[config.mk]
export PLATFORM = sky130hd
export DESIGN_NAME = pffla_ctrl
export DESIGN_NICKNAME = d
export VERILOG_FILES = /design/src/rtl/pffla_pkg.sv /design/src/rtl/pffla_ctrl.sv
export SDC_FILE = /design/constraint.sdc
export NUM_CORES = 1
export LEC_CHECK = 0
export ABC_AREA = 1
export BUFFER_PORTS_ARGS = -buffer_cell sky130_fd_sc_hd__buf_4
export CORE_AREA = 2 2 39 41
export CTS_CLUSTER_SIZE = 20
export DETAILED_ROUTE_END_ITERATION = 8
export DIE_AREA = 0 0 41 43
export SYNTH_ARGS = -nofsm -noshare
export SYNTH_HDL_FRONTEND = slang
export SYNTH_SLANG_ARGS = --single-unit
[constraint.sdc]
create_clock -name clk -period 1.29 [get_ports clk]
set_clock_uncertainty 0.05 [all_clocks]
set_input_delay 0 -clock clk [delete_from_list [all_inputs] [get_ports clk]]
set_output_delay 0 -clock clk [all_outputs]
set_load 0.05 [all_outputs]
[src/rtl/pffla_pkg.sv]
`default_nettype none
package pffla_pkg;

	// Page frames are numbered from this address upward.
	localparam logic [31:0] BASE_ADDR = 32'h8000_0000;

	typedef enum logic [1:0] {
		K_INIT  = 2'd0,
		K_FREE  = 2'd1,
		K_ALLOC = 2'd2,
		K_NOP   = 2'd3
	} kind_t;

	typedef enum logic [1:0] {
		ST_DONE   = 2'd0,
		ST_REJECT = 2'd1,
		ST_EMPTY  = 2'd2,
		ST_RSVD   = 2'd3
	} status_t;

	typedef enum logic [2:0] {
		S_IDLE,
		S_INIT_SET,
		S_INIT_RUN,
		S_FREE,
		S_ALLOC_RD,
		S_ALLOC_WB,
		S_REPLY
	} state_t;

	typedef struct packed {
		logic capture;
		logic init_load;
		logic init_step;
		logic free_exec;
		logic alloc_rd;
		logic alloc_wb;
	} ctl_cmd_t;

	typedef struct packed {
		logic init_more;
		logic head_null;
	} ctl_sts_t;

endpackage
`default_nettype wire

[src/rtl/pffla_ctrl.sv]
`default_nettype none
module pffla_ctrl
	import pffla_pkg::*;
(
	input  wire logic     clk,
	input  wire logic     arst_n,
	input  wire logic     start,
	input  wire logic [1:0] kind,
	input  wire ctl_sts_t sts,
	output ctl_cmd_t      cmd,
	output logic          busy,
	output logic          done
);

	state_t state_q, state_d;
	logic   accept;

	always_ff @(posedge clk or negedge arst_n) begin
		if (!arst_n) begin
			state_q <= S_IDLE;
		end else begin
			state_q <= state_d;
		end
	end

	always_comb begin
		state_d = state_q;
		cmd     = '0;
		busy    = !(state_q == S_IDLE || state_q == S_REPLY);
		done    = (state_q == S_REPLY);
		accept  = start && !busy;

		unique case (state_q)
			S_IDLE, S_REPLY: begin
				state_d = S_IDLE;
				if (accept) begin
					cmd.capture = 1'b1;
					unique case (kind_t'(kind))
						K_INIT:  state_d = S_INIT_SET;
						K_FREE:  state_d = S_FREE;
						K_ALLOC: state_d = S_ALLOC_RD;
						K_NOP:   state_d = S_REPLY;
					endcase
				end
			end
			S_INIT_SET: begin
				cmd.init_load = 1'b1;
				state_d       = S_INIT_RUN;
			end
			S_INIT_RUN: begin
				// one page pushed per cycle until the counter reaches the top
				if (sts.init_more) begin
					cmd.init_step = 1'b1;
				end else begin
					state_d = S_REPLY;
				end
			end
			S_FREE: begin
				cmd.free_exec = 1'b1;
				state_d       = S_REPLY;
			end
			S_ALLOC_RD: begin
				cmd.alloc_rd = 1'b1;
				state_d      = sts.head_null ? S_REPLY : S_ALLOC_WB;
			end
			S_ALLOC_WB: begin
				cmd.alloc_wb = 1'b1;
				state_d      = S_REPLY;
			end
			default: begin
				state_d = S_IDLE;
			end
		endcase
	end

endmodule
`default_nettype wire

==> out/metrics.csv, run 1 <==
metric,value,unit
Yosys reg bits,3,
met2 Resource Use GR,0.125,
Final nets,64,
VDD IR max,0.772,mV
IO buf count,14,
CP Class,reg2out,
Top-Level Pins,15,
Arrival @ worst endpoint,1.22,ns
core box area,1380,um2
vias per cell,3.86,
Routability Congestion,0.722,
Sw Pwr,0.782,mW
Cell Int Power,0.570,mW
initial core utilization,0.159,
met1 Track Usage GR,0.0874,
Synth Warn #,0,
GRT Total Usage,0.0805,
Worst-Skew Late Latency,0.23,ns
Antenna Nets Post-Route,0,
Startpoint Class,flop,
DR iter-0 viols,3,
Root Driver,clkbuf_4,
Combinational Power Share,0.703,
Die Ht,43,um
first-pass GRT wire length,931,um
Final setup violation count,0,
Clk pwr share,0.120,
Die Wd,41,um
CP Capture Type,primary output,
Synth Instances,34,
Area Growth Syn to Fin,105,%
hpwl dp,476,um
register area share after synthesis,0.341,
clock tree buffer depth,2,
Sequential Power Share,0.177,
max-slew violation count,0,
syn avg cell area,6.48,um2
worst-path fanout max,6,
leak pwr,0.250,nW
RSZ-0062 raised after global routing,yes,
DRC,0,
Hold Path Class,in2reg,
Die ar.,1760,um2
n_diodes,0,
CTS sink count,3,
post-route minimum period,1.27,ns
First-pass DRT Iterations,2,
max incr delay on CP,0.45,ns
total negative slack,0,ns
met3 usage,0.0524,
WP buf/inv,2,
post-synth net total,41,
GRT Max-Usage Layer,met2,
total CTS buffers,3,
CP most frequent cell,nand2_2,
wire per inst,8.32,um
"CTS clk-pin slew, worst paths",0.04,ns
Mapped Area,220,um2
via count,278,
initial antenna violation count,0,
sw frac,0.578,
CTS H-tree depth,1,
largest registers,state_q x3,
Pwr Density,3000,nW/um2
Max Freq,0.784,GHz
synth unique cells,11,
critical-path cell list,"nor2_2, nand2_1, nand2_2, nand2_2, inv_2, buf_8",
post-route clock period utilization,0.988,
finished layout cell area,450,um2
largest reg by FF count,state_q,
final hold vios,0,
Slew @ Worst Pin,0.177,ns
Placed Cells,64,
Critical Path RT,1.24,ns
"Remaining Overflow, GRT",0,
final cell count without fillers,72,
# Post-CTS Setup Buffers,0,
"Slowest-stage cell, CP",dfrtp_2,
pin count of the biggest net entering global routing,7,
max_slew headroom,0.882,
Rows,14,
vias in the first global route,243,
TritonCTS clock tree,done,
max reg flops,3,
layout cell share with drive strength beyond 1,0.536,
status,"complete, no violations",
CP top delay family,flip-flops,
Max Cap Viol,0,
placed inst area,369,um2
Detailed Route WL,599,um
-- per-stage QoR --
| step | hold WS (ns) | power [mW] | utilization | worst slack (ns) |
|---|---|---|---|---|
| 5_1_grt | 0.0144 | 1.45 | 0.325 | -0.0726 |
| 4_1_cts | 0.00664 | 1.35 | 0.323 | 0.00576 |
| 6_report | 0.0158 | 1.35 | 0.325 | 0.0150 |
| 3_5_place_dp | -0.259 | 1.14 | 0.267 | 0.103 |
| 2_1_floorplan | -0.346 | 0.905 | - | 0.0170 |
| 3_3_place_gp | -0.260 | 1.13 | 0.267 | 0.146 |
-- worst paths after layout --
| path | start | to | slack (ns) | cells past startpoint |
|---|---|---|---|---|
| max reg2reg | state_q[2]$_DFFE_PN0N_ | state_q[1]$_DFFE_PN0N_ | 0.17 | 5 |
| min in group asynchronous | arst_n | state_q[1]$_DFFE_PN0N_ | 0.05 | 2 |
| max in group asynchronous | arst_n | state_q[2]$_DFFE_PN0N_ | 1.04 | 2 |
| min | start | state_q[0]$_DFFE_PN0N_ | 0.02 | 3 |
| min reg2reg | state_q[0]$_DFFE_PN0N_ | state_q[0]$_DFFE_PN0N_ | 0.70 | 3 |
| max | state_q[1]$_DFFE_PN0N_ | cmd[5] | 0.02 | 6 |
-- tightest hold or removal path: stages --
cell     delay [ns]
buf_4          0.12
nand2_2        0.07
o22ai_1        0.06
-- power by group through the flow --
stage / Clock, mW / Sequential, mW / Combinational (mW)
floorplan: 0 / 0.220 / 0.685
global placement: 0 / 0.230 / 0.902
detailed placement: 0 / 0.233 / 0.911
CTS: 0.169 / 0.240 / 0.945
global route: 0.189 / 0.246 / 1.02
finish: 0.162 / 0.239 / 0.951
-- Yosys cell counts (all sizes together) --
| master | instances | area (um2) |
|---|---|---|
| a21oi | 1 | 5.00 |
| dfrtp | 3 | 75.1 |
| inv | 11 | 41.3 |
| nand2 | 6 | 27.5 |
| nand3 | 6 | 40.0 |
| nor2 | 4 | 15.0 |
| nor3 | 2 | 10.0 |
| o22ai | 1 | 6.26 |
-- cell type report --
class	count	area [um2]
fillers	156	933
repair buffers	18	156
multi-input cells	20	125
flip-flops and latches	3	77.6
inverters	11	45.0
clock buffers	4	26.3
well taps	16	20.0
-- layer usage --
| metal | routed length (um) | share of wire |
|---|---|---|
| met1 | 241 | 0.40 |
| met2 | 315 | 0.53 |
| met3 | 42 | 0.070 |
| met4 | 0 | 0 |
| met5 | 0 | 0 |
-- cell families (layout without fill, tap and decap cells) --
| family | count (synthesis) | count (layout) | share of synthesized area |
|---|---|---|---|
| compound gates | 2 | 2 | 0.0511 |
| buf+inv | 11 | 33 | 0.188 |
| flops | 3 | 3 | 0.341 |
| simple gates | 18 | 18 | 0.420 |
-- what timing repair did --
action,in CTS,in global routing
endpoints found under the setup margin,3,3
hold buffers,4,0
cloned,0,0
gates resized for setup,4,1
endpoints found under the hold margin,5,0
-- cells in the final DEF (no fill, tap or decap), types with 2 or more instances in the layout --
| master | count |
|---|---|
| buf_4 | 12 |
| inv_1 | 7 |
| nand2_1 | 4 |
| nand3_1 | 4 |
| dlygate4sd3_1 | 4 |
| inv_2 | 3 |
| clkbuf_4 | 3 |
| nand3_2 | 2 |
| nand2_2 | 2 |
| nor2_1 | 2 |
| dfrtp_2 | 2 |
Power figures use the tool's default switching activity.
==> run 2, diff against run 1 <==
- REMOVE_ABC_BUFFERS: not set -> 1
==> run 2 against run 1 <==
Against the previous run: non-clock buffer count is 1 higher; wire length fell by 0.50%; core utilization down 1.3 points; design area decreased by 3.9%; final cell count is 1.4% higher; sequential cell count stayed put; first-iteration DRC count fell by 33%; global-route usage up 0.80 points; power decreased by 3.9%; largest cell class unchanged; highest routed layer unchanged.
==> out/metrics.csv, run 2 (same netlist as run 1, synthesis figures left out) <==
metric,value,unit
status,"complete, no violations",
DR iter-0 viols,2,
Hold Path Stages,3,
hpwl dp,471,um
vias in the first global route,279,
wire per inst,8.16,um
WP buf/inv,2,
Clk pwr share,0.127,
Pwr Density,3000,nW/um2
Routability Congestion,0.740,
RSZ-0062 raised after global routing,yes,
total negative slack,0,ns
"Remaining Overflow, GRT",0,
Die Wd,41,um
flop2flop setup slack,0.12,ns
met1 wire length,224,um
"most common cell after layout, fill and taps aside",buf_4,
Final setup violation count,0,
Rows,14,
Top-Level Pins,15,
IO buf count,14,
pin count of the biggest net entering global routing,7,
highest routed layer,met3,
routed wl met3,37,um
Finished Core Util,0.313,
max-slew violation count,0,
Critical Path End,cmd[5],
max reg flops,3,
WL met2,334,um
RR Endpoint,state_q[1]$_DFFE_PN0N_,
Critical Path RT,1.24,ns
CTS sink count,3,
FF-to-FF path depth,5,
largest reg by FF count,state_q,
layout cell share with drive strength beyond 1,0.491,
CP most frequent cell,nand2_2,
Max Cap Viol,0,
CP Depth,6,
Combinational Power Share,0.705,
Arrival @ worst endpoint,1.21,ns
post-route clock period utilization,0.973,
n_diodes,0,
VDD IR max,1.10,mV
TritonCTS clock tree,done,
most frequent cells in the layout,"13 x buf_4, 8 x inv_1, 4 x nand2_1, 4 x nand3_1, 4 x dlygate4sd3_1",
Hold Path Class,in2reg,
max_slew headroom,0.831,
CP Class,reg2out,
fill cell count,168,
Tot Pwr,1.30,mW
post-route minimum period,1.26,ns
Slew @ Worst Pin,0.251,ns
Detailed Route WL,596,um
setup ws final,0.0343,ns
CP top delay family,flip-flops,
initial antenna violation count,0,
Startpoint Class,flop,
max incr delay on CP,0.41,ns
CP Capture Type,primary output,
"Slowest-stage cell, CP",dfrtp_1,
Root Driver,clkbuf_4,
core box area,1380,um2
CTS H-tree depth,1,
largest registers,state_q x3,
sw frac,0.569,
Antenna Nets Post-Route,0,
"CTS clk-pin slew, worst paths",0.04,ns
Sequential Power Share,0.168,
Max Freq,0.796,GHz
first-pass GRT wire length,993,um
initial core utilization,0.159,
via count,284,
Sw Pwr,0.739,mW
GRT Total Usage,0.0885,
Crit Reg-Reg Startpoint,state_q[0]$_DFFE_PN0N_,
Cell Int Power,0.560,mW
finished layout cell area,433,um2
Die ar.,1760,um2
worst-path fanout max,4,
critical-path cell list,"nor2_2, nand2_1, nand2_2, nand2_2, inv_2, buf_6",
worst setup path start,state_q[0]$_DFFE_PN0N_,
vias per cell,3.89,
Area Growth Syn to Fin,96.6,%
leak pwr,0.261,nW
total CTS buffers,3,
Worst-Skew Late Latency,0.23,ns
clock tree buffer depth,2,
placed inst area,345,um2
final hold vios,0,
Final nets,65,
Die Ht,43,um
First-pass DRT Iterations,4,
DP Worst Slack,0.170,ns
DRC,0,
[run 2: changes by cell type in the layout (fill, tap and decap cells not counted), sizes merged]
cell,before,now
buf,14,15
clkinvlp,1,0
inv,10,11
[run 2: worst min path at each step]
stage	slack, ns	end	start
after floorplan	-0.35	state_q[0]$_DFFE_PN0N_	arst_n
after global placement	-0.26	state_q[1]$_DFFE_PN0N_	arst_n
after detailed placement	-0.26	state_q[1]$_DFFE_PN0N_	arst_n
after CTS	0.004	state_q[0]$_DFFE_PN0N_	start
after global routing	0.02	state_q[0]$_DFFE_PN0N_	start
final	0.009	state_q[0]$_DFFE_PN0N_	start
[run 2: layout make-up]
class                           count  area [um2]  area share
Tap cell                           16        20.0      0.0462
Multi-Input combinational cell     20         109       0.251
Inverter                           11        41.3      0.0954
Timing Repair Buffer               19         160       0.370
Clock buffer                        4        26.3      0.0607
Sequential cell                     3        76.3       0.176
[run 2: routing by layer]
layer  up-vias  GRT usage
met1       125     0.0874
met5         -          0
met4         0      0.100
li1        150          -
met3         0     0.0157
met2         9      0.134
[run 2: worst register-to-register path, stage by stage, from the launching register on]
cell and delay, ns:
dfrtp_1 0.41, buf_4 0.15, nand3_1 0.12, nand3_2 0.09, nor3_1 0.16, nand2_1 0.07
[run 2: stage by stage]
stage          hold slack [ns]  std cells
6_report               0.00909         73
5_1_grt                 0.0219         73
4_1_cts                0.00423         72
3_5_place_dp            -0.259         64
3_3_place_gp            -0.260         64
2_1_floorplan           -0.346         34
[run 2: timing repair]
action                                  in CTS  in global routing
gates cloned                                 0                  0
buffers inserted                             0                  1
hold buffers                                 4                  0
gates resized for setup                      3                  2
hold endpoints to repair                     5                  0
endpoints found under the setup margin       1                  2
[run 2: power by group through the flow]
stage / clock network (mW) / registers [mW] / logic (mW)
4_1_cts: 0.173 / 0.220 / 0.896
2_1_floorplan: 0 / 0.200 / 0.646
3_3_place_gp: 0 / 0.207 / 0.865
5_1_grt: 0.178 / 0.232 / 0.986
6_report: 0.164 / 0.218 / 0.916
3_5_place_dp: 0 / 0.213 / 0.871
